`config.mk`:
```
export PLATFORM = sky130hd
export DESIGN_NAME = base64_stream_codec_flat
export DESIGN_NICKNAME = d
export VERILOG_FILES = /design/src/rtl/b64_pkg.sv /design/src/rtl/b64_if.sv /design/src/rtl/base64_stream_codec.sv /design/src/flat_wrapper.sv
export SDC_FILE = /design/constraint.sdc
export NUM_CORES = 1
export LEC_CHECK = 0
export ABC_CLOCK_PERIOD_IN_PS = 6900
export BUFFER_PORTS_ARGS = -buffer_cell sky130_fd_sc_hd__buf_2
export CORE_UTILIZATION = 33
export DETAILED_ROUTE_END_ITERATION = 7
export GPL_ROUTABILITY_DRIVEN = 1
export RECOVER_POWER = 25
export SLEW_MARGIN = 25
export SYNTH_ARGS = -nofsm -noshare
export SYNTH_HDL_FRONTEND = slang
export SYNTH_SLANG_ARGS = --single-unit
```
`constraint.sdc`:
```
create_clock -name i_clk -period 6.9 [get_ports i_clk]
set_clock_uncertainty 0.05 [all_clocks]
set_input_delay 1.38 -clock i_clk [delete_from_list [all_inputs] [get_ports i_clk]]
set_output_delay 1.38 -clock i_clk [all_outputs]
set_load 0.05 [all_outputs]
```
`src/rtl/b64_pkg.sv`:
```
// Shared types, codes and alphabet functions for the Base64 stream codec.
package b64_pkg;

    // Mode register codes
    localparam logic MODE_ENCODE = 1'b0;
    localparam logic MODE_DECODE = 1'b1;

    // ASCII anchors of the alphabet ranges
    localparam logic [7:0] CHR_UPPER_A = 8'h41;
    localparam logic [7:0] CHR_UPPER_Z = 8'h5A;
    localparam logic [7:0] CHR_LOWER_A = 8'h61;
    localparam logic [7:0] CHR_LOWER_Z = 8'h7A;
    localparam logic [7:0] CHR_DIGIT_0 = 8'h30;
    localparam logic [7:0] CHR_DIGIT_9 = 8'h39;
    localparam logic [7:0] CHR_PLUS    = 8'h2B;
    localparam logic [7:0] CHR_SLASH   = 8'h2F;

    // Sextet range bounds
    localparam logic [5:0] SXT_LOWER = 6'd26;
    localparam logic [5:0] SXT_DIGIT = 6'd52;
    localparam logic [5:0] SXT_PLUS  = 6'd62;

    // Number of result slots in the output buffer
    localparam int unsigned RES_SLOTS = 2;

    // One result word
    typedef struct packed {
        logic [7:0] out_byte;
        logic       run_last;
        logic       message_end;
    } t_res;

    // Decoded character
    typedef struct packed {
        logic       valid;
        logic [5:0] value;
    } t_sextet;

    // Map a 6-bit value to its alphabet character
    function automatic logic [7:0] enc_char(input logic [5:0] v);
        logic [7:0] w;
        w = {2'b00, v};
        if (v < SXT_LOWER) begin
            return 8'(CHR_UPPER_A + w);
        end else if (v < SXT_DIGIT) begin
            return 8'(CHR_LOWER_A + w - 8'(SXT_LOWER));
        end else if (v < SXT_PLUS) begin
            return 8'(CHR_DIGIT_0 + w - 8'(SXT_DIGIT));
        end else if (v == SXT_PLUS) begin
            return CHR_PLUS;
        end else begin
            return CHR_SLASH;
        end
    endfunction

    // Map a character to its 6-bit value; flag characters outside the alphabet
    function automatic t_sextet dec_char(input logic [7:0] c);
        t_sextet s;
        s.valid = 1'b1;
        if (c >= CHR_UPPER_A && c <= CHR_UPPER_Z) begin
            s.value = 6'(c - CHR_UPPER_A);
        end else if (c >= CHR_LOWER_A && c <= CHR_LOWER_Z) begin
            s.value = 6'(c - CHR_LOWER_A + 8'(SXT_LOWER));
        end else if (c >= CHR_DIGIT_0 && c <= CHR_DIGIT_9) begin
            s.value = 6'(c - CHR_DIGIT_0 + 8'(SXT_DIGIT));
        end else if (c == CHR_PLUS) begin
            s.value = SXT_PLUS;
        end else if (c == CHR_SLASH) begin
            s.value = 6'd63;
        end else begin
            s.valid = 1'b0;
            s.value = 6'd0;
        end
        return s;
    endfunction

endpackage

```
`src/rtl/b64_if.sv`:
```
// Valid/ready channel interfaces for input words, result words and the mode write.
interface b64_in_if;
    logic       valid;
    logic       ready;
    logic [7:0] in_byte;
    logic       in_last;
    modport source (output valid, in_byte, in_last, input ready);
    modport sink   (input valid, in_byte, in_last, output ready);
endinterface

interface b64_out_if;
    logic       valid;
    logic       ready;
    logic [7:0] out_byte;
    logic       run_last;
    logic       message_end;
    modport source (output valid, out_byte, run_last, message_end, input ready);
    modport sink   (input valid, out_byte, run_last, message_end, output ready);
endinterface

interface b64_cfg_if;
    logic valid;
    logic ready;
    logic mode;
    modport source (output valid, mode, input ready);
    modport sink   (input valid, mode, output ready);
endinterface

```
`src/rtl/base64_stream_codec.sv`:
```
// Streaming Base64 encoder/decoder, unpadded, standard alphabet, with a mode register.
// Path: an accepted input word passes the input register, then the result buffer, to the output.
// Throughput: one input word per cycle while each word yields at most one result and the
//   output is not stalled; an encode word that yields two results can hold the input while
//   the single-word output port drains the two-slot result buffer.
// Reset (synchronous, active low): mode encode, group state cleared, buffers empty.
module base64_stream_codec
    import b64_pkg::*;
(
    input  logic         i_clk,
    input  logic         i_rst_n,
    b64_in_if.sink       i_in,
    b64_out_if.source    o_out,
    b64_cfg_if.sink      i_cfg
);

    // Configuration and group state
    logic       r_mode;
    logic [1:0] r_phase, n_phase;
    logic [5:0] r_res, n_res;

    // Input register
    logic       r_in_vld;
    logic [7:0] r_in_byte;
    logic       r_in_last;

    // Result buffer
    t_res       r_q [RES_SLOTS];
    t_res       n_q [RES_SLOTS];
    logic [1:0] r_cnt, n_cnt;

    // Results of the word in the input register
    t_res       w_r0, w_r1;
    logic [1:0] w_nres;
    logic [1:0] w_ph;
    t_sextet    w_sx;
    logic [5:0] w_c0, w_c1;
    logic [1:0] w_cnt_pop;
    logic       w_pop, w_adv, w_in_acc;

    assign i_cfg.ready = 1'b1;
    assign o_out.valid       = (r_cnt != 2'd0);
    assign o_out.out_byte    = r_q[0].out_byte;
    assign o_out.run_last    = r_q[0].run_last;
    assign o_out.message_end = r_q[0].message_end;

    assign w_pop     = o_out.valid && o_out.ready;
    assign w_cnt_pop = r_cnt - {1'b0, w_pop};
    assign w_adv     = r_in_vld && (({1'b0, w_cnt_pop} + {1'b0, w_nres}) <= 3'(RES_SLOTS));
    assign i_in.ready = !r_in_vld || w_adv;
    assign w_in_acc  = i_in.valid && i_in.ready;

    // Compute the results and next group state for the held word
    always_comb begin
        w_r0    = '0;
        w_r1    = '0;
        w_nres  = 2'd0;
        n_phase = r_phase;
        n_res   = r_res;
        w_c0    = 6'd0;
        w_c1    = 6'd0;
        w_ph    = (r_phase == 2'd3) ? 2'd0 : r_phase;
        w_sx    = dec_char(r_in_byte);
        if (r_mode == MODE_ENCODE) begin
            case (w_ph)
                2'd0: begin
                    w_c0    = r_in_byte[7:2];
                    n_res   = {r_in_byte[1:0], 4'b0000};
                    n_phase = 2'd1;
                end
                2'd1: begin
                    w_c0    = r_res | {2'b00, r_in_byte[7:4]};
                    n_res   = {r_in_byte[3:0], 2'b00};
                    n_phase = 2'd2;
                end
                default: begin
                    w_c0    = r_res | {4'b0000, r_in_byte[7:6]};
                    n_res   = 6'd0;
                    n_phase = 2'd0;
                end
            endcase
            w_r0.out_byte = enc_char(w_c0);
            w_nres = 2'd1;
            // Second character: end of group, or flush of a pending partial character
            if (w_ph == 2'd2) begin
                w_c1 = r_in_byte[5:0];
                w_nres = 2'd2;
            end else if (r_in_last) begin
                w_c1 = n_res;
                w_nres = 2'd2;
            end
            w_r1.out_byte = enc_char(w_c1);
        end else if (w_sx.valid) begin
            case (r_phase)
                2'd0: begin
                    n_res   = w_sx.value;
                    n_phase = 2'd1;
                end
                2'd1: begin
                    w_r0.out_byte = {r_res, w_sx.value[5:4]};
                    n_res   = {2'b00, w_sx.value[3:0]};
                    n_phase = 2'd2;
                    w_nres  = 2'd1;
                end
                2'd2: begin
                    w_r0.out_byte = {r_res[3:0], w_sx.value[5:2]};
                    n_res   = {4'b0000, w_sx.value[1:0]};
                    n_phase = 2'd3;
                    w_nres  = 2'd1;
                end
                default: begin
                    w_r0.out_byte = {r_res[1:0], w_sx.value};
                    n_res   = 6'd0;
                    n_phase = 2'd0;
                    w_nres  = 2'd1;
                end
            endcase
        end
        // Flag the final result of this word
        w_r0.run_last    = (w_nres == 2'd1);
        w_r0.message_end = (w_nres == 2'd1) && r_in_last;
        w_r1.run_last    = 1'b1;
        w_r1.message_end = r_in_last;
        // Last word returns the group to its start
        if (r_in_last) begin
            n_phase = 2'd0;
            n_res   = 6'd0;
        end
    end

    // Shift out the popped word and append the new results
    always_comb begin
        n_q = r_q;
        if (w_pop) begin
            n_q[0] = r_q[1];
        end
        if (w_adv) begin
            case (w_cnt_pop)
                2'd0: begin
                    n_q[0] = w_r0;
                    n_q[1] = w_r1;
                end
                2'd1: begin
                    n_q[1] = w_r0;
                end
                default: begin
                end
            endcase
        end
        n_cnt = w_cnt_pop + (w_adv ? w_nres : 2'd0);
    end

    // Control registers
    always_ff @(posedge i_clk) begin
        if (!i_rst_n) begin
            r_mode   <= MODE_ENCODE;
            r_phase  <= 2'd0;
            r_res    <= 6'd0;
            r_in_vld <= 1'b0;
            r_cnt    <= 2'd0;
        end else begin
            r_cnt <= n_cnt;
            if (w_in_acc) begin
                r_in_vld <= 1'b1;
            end else if (w_adv) begin
                r_in_vld <= 1'b0;
            end
            if (i_cfg.valid && i_cfg.ready) begin
                r_mode  <= i_cfg.mode;
                r_phase <= 2'd0;
                r_res   <= 6'd0;
            end else if (w_adv) begin
                r_phase <= n_phase;
                r_res   <= n_res;
            end
        end
    end

    // Payload registers
    always_ff @(posedge i_clk) begin
        if (w_in_acc) begin
            r_in_byte <= i_in.in_byte;
            r_in_last <= i_in.in_last;
        end
        r_q <= n_q;
    end

endmodule

```
`src/flat_wrapper.sv`:
```
// flat-port wrapper written by rule: the top's interface ports become plain ports
module base64_stream_codec_flat import b64_pkg::*;
  (i_clk, i_rst_n, i_in_valid, i_in_in_byte, i_in_in_last, i_in_ready, o_out_valid, o_out_out_byte, o_out_run_last, o_out_message_end, o_out_ready, i_cfg_valid, i_cfg_mode, i_cfg_ready);
  b64_in_if i_in_i ();
  b64_out_if o_out_i ();
  b64_cfg_if i_cfg_i ();
  input  logic i_clk;
  input  logic i_rst_n;
  input wire logic [$bits(i_in_i.valid)-1:0] i_in_valid;
  input wire logic [$bits(i_in_i.in_byte)-1:0] i_in_in_byte;
  input wire logic [$bits(i_in_i.in_last)-1:0] i_in_in_last;
  output wire logic [$bits(i_in_i.ready)-1:0] i_in_ready;
  output wire logic [$bits(o_out_i.valid)-1:0] o_out_valid;
  output wire logic [$bits(o_out_i.out_byte)-1:0] o_out_out_byte;
  output wire logic [$bits(o_out_i.run_last)-1:0] o_out_run_last;
  output wire logic [$bits(o_out_i.message_end)-1:0] o_out_message_end;
  input wire logic [$bits(o_out_i.ready)-1:0] o_out_ready;
  input wire logic [$bits(i_cfg_i.valid)-1:0] i_cfg_valid;
  input wire logic [$bits(i_cfg_i.mode)-1:0] i_cfg_mode;
  output wire logic [$bits(i_cfg_i.ready)-1:0] i_cfg_ready;
  assign i_in_i.valid = i_in_valid;
  assign i_in_i.in_byte = i_in_in_byte;
  assign i_in_i.in_last = i_in_in_last;
  assign i_in_ready = i_in_i.ready;
  assign o_out_valid = o_out_i.valid;
  assign o_out_out_byte = o_out_i.out_byte;
  assign o_out_run_last = o_out_i.run_last;
  assign o_out_message_end = o_out_i.message_end;
  assign o_out_i.ready = o_out_ready;
  assign i_cfg_i.valid = i_cfg_valid;
  assign i_cfg_i.mode = i_cfg_mode;
  assign i_cfg_ready = i_cfg_i.ready;
  base64_stream_codec u_core (.i_clk(i_clk), .i_rst_n(i_rst_n), .i_in(i_in_i), .o_out(o_out_i), .i_cfg(i_cfg_i));
endmodule
```
======== Word level (Yosys, flattened, before mapping) ========
Index checks and enable logic that the tools add are counted.
word-level totals
  flip-flop bits (word level) ............. 41
  output and inout bits ................... 13
operators by class
  bitwise operators ....................... 3
  equal/unequal tests ..................... 12
  mux-type cells .......................... 50
  $lt $le $gt $ge ......................... 13
  reductions and logical operators ........ 18
  add/subtract/negate cells ............... 18
operator list
  operator                                                                count
  6-bit two-way mux                                                       12
  8-bit two-way mux                                                       9
  7-bit by 6-bit adder with 8-bit output (first input constant)           4
  6-bit < comparator (second input constant)                              4
  6-bit one-hot mux with 2 select lines                                   2
  8-bit one-hot mux with 3 select lines                                   1
  10-bit two-way mux                                                      2
  20-bit two-way mux                                                      1
  10-bit one-hot mux with 2 select lines                                  1
  2-bit two-way mux                                                       9
  6-bit one-hot mux with 3 select lines                                   1
  8-bit by 6-bit equality test with 1-bit output (second input constant)  2
  8-bit by 7-bit >= comparator with 1-bit output (second input constant)  2
  8-bit by 7-bit <= comparator with 1-bit output (second input constant)  2
  8-bit by 5-bit subtractor with 8-bit output (second input constant)     2
  8-bit by 6-bit subtractor with 8-bit output (second input constant)     2
  6-bit by 6-bit adder with 7-bit output (first input constant)           2
  6-bit equality test (second input constant)                             2
  6-bit by 5-bit < comparator with 1-bit output (second input constant)   2
  6-bit subtractor (second input constant)                                2
  2-bit by 1-bit equality test with 1-bit output (second input constant)  4
  8-bit by 6-bit >= comparator with 1-bit output (second input constant)  1
  8-bit by 6-bit <= comparator with 1-bit output (second input constant)  1
  1-bit two-way mux                                                       8
  22 further kinds                                                        36

======== Depth between registers and ports, before layout ========
Gate-level depths: netlist (run 1).
  word-level depth ........................ 15
  depth in mapped cells ................... 20
  mapped depth without buffers ............ 18

======== Worst setup path before layout (run 1) ========
No wires, ideal clock.
  kind .................................... input port to output port
  from .................................... input o_out_ready
  to ...................................... output i_in_ready
  path buffers ............................ 1
  cell stages on the path ................. 7
  slack ................................... 1.730 ns
  arrival time ............................ 3.740 ns
  required time ........................... 5.470 ns
  cells stage by stage .................... and2_1 > clkbuf_1 > ha_1 > xor2_1 > fa_1 > a21oi_1 > nand2b_1
on the way
  word-level cells in the longest chain between the ends .. 6
ends and longest elaborated chain
  what                                            RTL line                   source
  start: declaration                              flat_wrapper.sv:17         input wire logic [$bits(o_out_i.ready)-1:0] o_out_ready;
  1-bit logical AND                               base64_stream_codec.sv:47  assign w_pop = o_out.valid && o_out.ready;
  2-bit by 1-bit subtractor with 2-bit output     base64_stream_codec.sv:48  assign w_cnt_pop = r_cnt - {1'b0, w_pop};
  2-bit by 2-bit adder with 3-bit output          base64_stream_codec.sv:49  assign w_adv = r_in_vld && (({1'b0, w_cnt_pop} + {1'b0, w_nres}) <= 3'(RES_SLOTS));
  3-bit by 2-bit <= comparator with 1-bit output  base64_stream_codec.sv:49
  1-bit logical AND                               base64_stream_codec.sv:49
  1-bit logical OR                                base64_stream_codec.sv:50  assign i_in.ready = !r_in_vld || w_adv;
  end: declaration                                flat_wrapper.sv:12         output wire logic [$bits(i_in_i.ready)-1:0] i_in_ready;
No other way between the ends.

======== Worst setup path in the final report (run 1) ========
  from .................................... register u_core.r_in_byte[2]
  to ...................................... output i_in_ready
on the way
  word-level cells in the longest chain between the ends .. 12
  elaborated cells on any way between the ends .. 22
  those cells by class .................... add/sub (1); order compare (7); eq/ne (2); mux (7); reduce/logical (5)
ends and longest elaborated chain
  what                                                                                    RTL line                    source
  start: declaration                                                                      base64_stream_codec.sv:24   logic [7:0] r_in_byte;
  start signal: assignment                                                                base64_stream_codec.sv:182  r_in_byte <= i_in.in_byte;
  branches (longest 5 deep; another with 8-bit by 6-bit >= comparator with 1-bit output)  n/a
  1-bit two-way mux (*)                                                                   b64_pkg.sv:60               if (c >= CHR_UPPER_A && c <= CHR_UPPER_Z) begin
  2-bit two-way mux (*)                                                                   base64_stream_codec.sv:93   end else if (w_sx.valid) begin
  2-bit two-way mux (*)                                                                   base64_stream_codec.sv:64   if (r_mode == MODE_ENCODE) begin
  2-bit by 2-bit adder with 3-bit output (*)                                              base64_stream_codec.sv:49
  3-bit by 2-bit <= comparator with 1-bit output (*)                                      base64_stream_codec.sv:49
  1-bit logical AND (*)                                                                   base64_stream_codec.sv:49
  1-bit logical OR (*)                                                                    base64_stream_codec.sv:50
Mark *: on every way between the ends.

==> metrics.cfg, run 1 <==
[synth]
synth_edf_count = 19
yosysWarnings = 0
avgSynthCellArea_sq_um = 8.19
synth.net_count = 541
synthCells = 489
synth_cell_types = 74
yosysSeqAreaShare_pct = 25.3
synth-async-reset-ratio_pct = 0
netlist_area_sq_mm = 0.00400
ys_seq_elements = 41
ys.flop_type = dfxtp_1

[finish]
final_common_cell = nor2_1
multiInputGateArea_sq_mm = 0.00267
fin_cells = 633
mostFrequentLayoutCells = nor2_1 (39), ha_1 (36), nand2_1 (35)
n_antenna_cell = 0
drive_gt1_share_pct = 10.6
fill_cells = 1199
num-nets-final = 541
synthToLayoutAreaGrowth_pct = 7.06
register_area_sq_mm = 0.00101

[critical_path]
worstSetupPathType = reg2out
worstSetupEndpointType = output pin
timing.rr.end = u_core.o_out.out_byte[4]$_DFF_P_
cp.required_ns = 5.47
crit_start = u_core.r_in_byte[2]$_DFFE_PP_
timing.rr.start = u_core.r_in_byte[2]$_DFFE_PP_
reg2regPathDepth = 18
crit_path_start_kind = register
critPathMaxFanout = 12
arrival_ns = 4.47
rrSetupSlack_ns = 1.82

[timing]
tightest_slew_ns = 1.00
setup_viol = 0
fin_crit_ns = 5.90
setup_tns_ns = 0
max_freq_mhz = 170
hold_violations = 0
slew_viol_final = 0
timing.final.crit_share_pct = 85.5
relSlewSlack_pct = 33.1
rsz0062_at_grt = no

[global_route]
antenna_found_initial = 0
grt_pass1_wl_mm = 17.0
grt_use_met2_pct = 27.6
grt_max_degree = 22
grtUsageMet3_pct = 2.54
track_usage_pct = 17.0
globalRouteMet1Util_pct = 23.0
grt-busiest-layer = met2
grt-ovfl-total = 0
grt_pass1_vias = 3345

[clock_tree]
cts_buffers = 5
h-tree-depth = 2
clk_pin_slew_worst_paths_ns = 0.06
post_cts_resized = 0
clk_root_buffer_cell = clkbuf_16
post_cts_buffers = 0
ctsHoldBuffers = 0
cts_tree = done
clock-sinks = 41
clk_latency_ns = 0.29
cts_max_path_buffers = 2

[place]
dp_cells = 625
portBuffers = 26
place_hpwl_mm = 7.91
gp_congestion = 0.934

[detailed_routing]
dr.first_iter.drc_count = 345
drt-total-wl_mm = 10.5
via_per_inst = 5.70
drc = 2
wl_per_cell_um = 16.6
drtAntennaViolNets = 0
drt_first_pass_iters = 7
vias = 3610

[pwr]
leakage_uw = 0.00166
power_density_mw_per_mm2 = 314
vdd_ir_drop_max_mv = 0.125

[die]
die_area_sq_mm = 0.0126
start_util_pct = 34.5
row_count = 39
fp.dieW_um = 112
design.portCount = 28
die_h_um = 112
core-area_sq_mm = 0.0116

[hold_path]
hp-start = u_core.r_res[4]$_SDFFE_PP0P_
holdPathEnd = u_core.r_res[4]$_SDFFE_PP0P_
hold_class = reg2reg
min_path_cells = 2

[run_status]
violations = design-rule violations
status = complete, but fails checks

[flow_run]
drv_cap = 0

-- worst max path at each step --
| stage | endpoint | slack [ns] | cells after the start |
|---|---|---|---|
| finish | i_in_ready | 1.00 | 14 |
| global route | i_in_ready | 0.63 | 14 |
| CTS | i_in_ready | 1.07 | 14 |
| detailed placement | i_in_ready | 1.40 | 14 |
| global placement | i_in_ready | 1.51 | 14 |
| floorplan | i_in_ready | 1.73 | 7 |
-- synthesized netlist by cell type (9+ instances only) --
cell       n  area share (%)
xnor2_1   11             2.4
dfxtp_1   22              11
o21ai_0   24             3.0
clkbuf_1  11             1.0
edfxtp_1  19              14
nor3_1    11             1.4
a21oi_1   34             4.3
mux2i_1   20             5.0
nor2b_1    9             1.4
inv_1     27             2.5
nor2_1    39             3.7
buf_4     14             2.6
ha_1      36              11
nand2_1   35             3.3
nand2b_1  16             2.5
nand3_1   10             1.3
o22ai_1   11             1.7
-- per-layer routing --
| metal | share of wire (%) | up-vias |
|---|---|---|
| met2 | 47 | 105 |
| met5 | 0 | - |
| met1 | 47 | 1722 |
| met4 | 1.3 | 0 |
| met3 | 4.4 | 9 |
| li1 | - | 1774 |
-- power by group --
group          leakage, uW  switching [uW]  internal [uW]
Clock            0.0000800            99.8            171
Sequential        0.000361            52.9            336
Combinational      0.00122             459            225
Total              0.00166             612            732
-- through the flow --
| stage | util, % | hold slack [ns] | total power [uW] | instance area, sq um | worst slack (ns) |
|---|---|---|---|---|---|
| after floorplan | - | 0.395 | 955 | 4000 | 1.73 |
| after global placement | 35.5 | 0.435 | 1070 | 4130 | 1.51 |
| after detailed placement | 35.5 | 0.437 | 1080 | 4130 | 1.40 |
| after CTS | 37.0 | 0.447 | 1350 | 4300 | 1.07 |
| after global routing | 36.9 | 0.492 | 1430 | 4290 | 0.629 |
| final | 36.9 | 0.446 | 1340 | 4290 | 1.00 |
-- cell families after synthesis --
| logic type | after synthesis | share of synthesized area (%) |
|---|---|---|
| buf+inv | 66 | 7.94 |
| mux | 20 | 5.00 |
| other cells | 1 | 0.0937 |
| simple gates | 157 | 19.8 |
| flops | 41 | 25.3 |
| compound gates | 153 | 27.1 |
| xor+xnor | 14 | 3.06 |
| fa+ha+maj | 37 | 11.8 |
-- area by class of cell --
| cell class | instances | area share [%] |
|---|---|---|
| clock buffers | 5 | 2.92 |
| clock inverters | 3 | 1.08 |
| inverters | 31 | 2.72 |
| multi-input cells | 382 | 62.4 |
| repair buffers | 28 | 3.12 |
| flip-flops and latches | 41 | 23.6 |
| well taps | 143 | 4.18 |
-- state kept, by name (all words and copies together), names as in the netlist --
name / flops
u_core.r_q: 10
u_core.o_out.out_byte: 8
u_core.r_in_byte: 8
u_core.r_res: 6
u_core.r_cnt: 2
u_core.r_phase: 2
u_core.o_out.message_end: 1
u_core.o_out.run_last: 1
u_core.r_in_last: 1
u_core.r_in_vld: 1
u_core.r_mode: 1
-- worst max-delay path: stages (launching register included) --
cell and delay, ns:
edfxtp_1 0.60, inv_1 0.24, ha_1 0.29, a21o_1 0.23, a31oi_1 0.12, nand3_1 0.38
nand3_2 0.20, nand2_1 0.32, a2bb2oi_1 0.38, inv_1 0.08, ha_1 0.20, fa_1 0.44
a21oi_1 0.24, nand2b_1 0.17, buf_2 0.27
Power figures use the tool's default switching activity.
==> run 2, diff against run 1 <==
- ABC_CLOCK_PERIOD_IN_PS: 6900 -> 7500
- SLEW_MARGIN: 25 -> default
- clock period: 6.9 -> 7.5 ns (I/O delays scaled with it)
==> run 2 against run 1 <==
  * The flow still finishes with violations (design-rule violations)
  * Flip-flop and latch count stayed put
  * Sequential power is 8.0% lower
  * Cell area fell by 0.18%
  * Register-to-register slack improved by 0.09 ns
  * Die area did not move
  * Sequential share of layout area about the same
  * Core utilization fell by 0.065 points
  * Non-clock buffer count decreased by 1
  * Wire length increased by 1.1%
  * First-iteration DRC count down 21%
  * Via count is 0.17% higher
  * Worst setup slack improved by 0.48 ns
  * Critical endpoint unchanged
  * Largest power group unchanged
==> metrics.cfg, run 2 (synthesized netlist as in run 1, its figures left out) <==
[clock_tree]
h-tree-depth = 2  ; unchanged
cts_max_path_buffers = 2  ; unchanged
clk_pin_slew_worst_paths_ns = 0.06  ; about the same
clk_root_buffer_cell = clkbuf_16  ; unchanged
clock-sinks = 41  ; unchanged
post_cts_resized = 0  ; unchanged
clk_latency_ns = 0.29  ; about the same
cts_buffers = 5  ; unchanged
ctsHoldBuffers = 0  ; unchanged
post_cts_buffers = 0  ; unchanged
cts_tree = done  ; unchanged

[global_route]
grt_pass1_wl_mm = 17.3  ; was 17.0 mm
antenna_found_initial = 0  ; unchanged
grt_max_degree = 22  ; unchanged
track_usage_pct = 17.3  ; was 17.0%
grt-ovfl-total = 0  ; unchanged
grt_pass1_vias = 3425  ; was 3345

[hold_path]
hold_class = reg2reg  ; unchanged

[detailed_routing]
drtAntennaViolNets = 0  ; unchanged
dr.first_iter.drc_count = 274  ; was 345
vias = 3616  ; was 3610
drc = 2  ; unchanged
drt_first_pass_iters = 8  ; was 7
wl_per_cell_um = 16.8  ; was 16.6 um
via_per_inst = 5.72  ; was 5.70
drt-total-wl_mm = 10.6  ; was 10.5 mm

[finish]
largest_reg_flops = 10  ; unchanged
drive_gt1_share_pct = 10.4  ; was 10.6%
mostFrequentLayoutCells = nor2_1 (39), ha_1 (36), nand2_1 (35)  ; unchanged
fill_cells = 1239  ; was 1199
num-nets-final = 540  ; was 541
regMostFlops = u_core.r_q  ; unchanged
fin_cells = 632  ; was 633
synthToLayoutAreaGrowth_pct = 6.88  ; was 7.06%
n_antenna_cell = 0  ; unchanged
register_area_sq_mm = 0.00101  ; unchanged
fin_util_pct = 36.8  ; was 36.9%
multiInputGateArea_sq_mm = 0.00267  ; unchanged
final_common_cell = nor2_1  ; unchanged

[timing]
holdWs_ns = 0.445  ; was 0.446 ns
setup_slack_ns = 1.48  ; was 1.00 ns
setup_tns_ns = 0  ; unchanged
hold_violations = 0  ; unchanged
setup_viol = 0  ; unchanged
slew_viol_final = 0  ; unchanged
timing.final.crit_share_pct = 80.2
fin_crit_ns = 6.02
rsz0062_at_grt = no  ; unchanged
max_freq_mhz = 166
tightest_slew_ns = 1.00  ; about the same
relSlewSlack_pct = 33.1  ; about the same

[critical_path]
crit_path_start_kind = register  ; unchanged
worstSetupPathType = reg2out  ; unchanged
worstSetupEndpointType = output pin  ; unchanged
arrival_ns = 4.47  ; about the same
cp.required_ns = 5.95  ; was 5.47 ns
critPathMaxFanout = 12  ; unchanged

[pwr]
switching_share_pct = 45.8  ; was 45.5%
p_sw_uw = 567  ; was 612 uW
vdd_ir_drop_max_mv = 0.123  ; was 0.125 mV
sequentialPowerShare_pct = 28.9  ; about the same
p_int_uw = 671  ; was 732 uW
p_comb_share_pct = 50.6  ; was 50.9%
p_clk_share_pct = 20.5  ; was 20.2%
power_density_mw_per_mm2 = 290  ; was 314 mW/mm^2
leakage_uw = 0.00166  ; about the same

[die]
die_h_um = 112  ; unchanged
start_util_pct = 34.5  ; unchanged
design.portCount = 28  ; unchanged
row_count = 39  ; unchanged
fp.dieW_um = 112  ; unchanged
core-area_sq_mm = 0.0116  ; unchanged
die_area_sq_mm = 0.0126  ; unchanged

[place]
gp_congestion = 0.931  ; was 0.934
dp_cells = 624  ; was 625
dp_slack_ns = 1.89  ; was 1.40 ns
place_hpwl_mm = 7.93  ; was 7.91 mm
portBuffers = 26  ; unchanged

[run_status]
violations = design-rule violations  ; unchanged
status = complete, but fails checks  ; unchanged

[flow_run]
drv_cap = 0  ; unchanged

## run 2: power by group through the flow
stage / logic (uW) / registers [uW] / clock network [uW]
after floorplan: 527 / 352 / 0
after global placement: 618 / 361 / 0
after detailed placement: 628 / 362 / 0
after CTS: 631 / 357 / 259
after global routing: 685 / 367 / 265
final: 627 / 358 / 254
## run 2: worst paths after layout
| check | from | to | slack, ns | depth (start not counted) |
|---|---|---|---|---|
| setup / recovery | u_core.r_in_byte[2]$_DFFE_PP_ | i_in_ready | 1.48 | 14 |
| hold / removal | u_core.r_res[4]$_SDFFE_PP0P_ | u_core.r_res[4]$_SDFFE_PP0P_ | 0.45 | 2 |
| setup reg to reg | u_core.r_in_byte[2]$_DFFE_PP_ | u_core.o_out.out_byte[4]$_DFF_P_ | 1.91 | 17 |
| hold reg to reg | u_core.r_res[4]$_SDFFE_PP0P_ | u_core.r_res[4]$_SDFFE_PP0P_ | 0.45 | 2 |
## run 2: area by class of cell
cell class | count | share of cell area, %
Tap cell | 143 | 4.18
Sequential cell | 41 | 23.6
Timing Repair Buffer | 27 | 2.95
Clock inverter | 3 | 1.08
Inverter | 31 | 2.72
Clock buffer | 5 | 2.92
Multi-Input combinational cell | 382 | 62.5
## run 2: metal layers
metal	share of wire, %	GRT usage, %	vias to the layer above
li1	-	-	1771
met1	46	23.1	1699
met3	5.2	2.32	18
met5	0	0	-
met4	2.3	6.76	0
met2	46	28.5	128
## run 2: stage by stage
step	cell area, sq um	total power, uW
2_1_floorplan	4000	879
3_5_place_dp	4120	990
5_1_grt	4280	1320
4_1_cts	4290	1250
6_report	4280	1240
3_3_place_gp	4120	978
## run 2: worst max-delay path, cell delays in order (launching register included)
cell and delay (ns):
edfxtp_1 0.58, inv_1 0.23, ha_1 0.30, a21o_1 0.21, a31oi_1 0.12, nand3_1 0.40, nand3_2 0.21, nand2_1 0.34
a2bb2oi_1 0.36, inv_1 0.08, ha_1 0.20, fa_1 0.44, a21oi_1 0.24, nand2b_1 0.18, buf_2 0.27
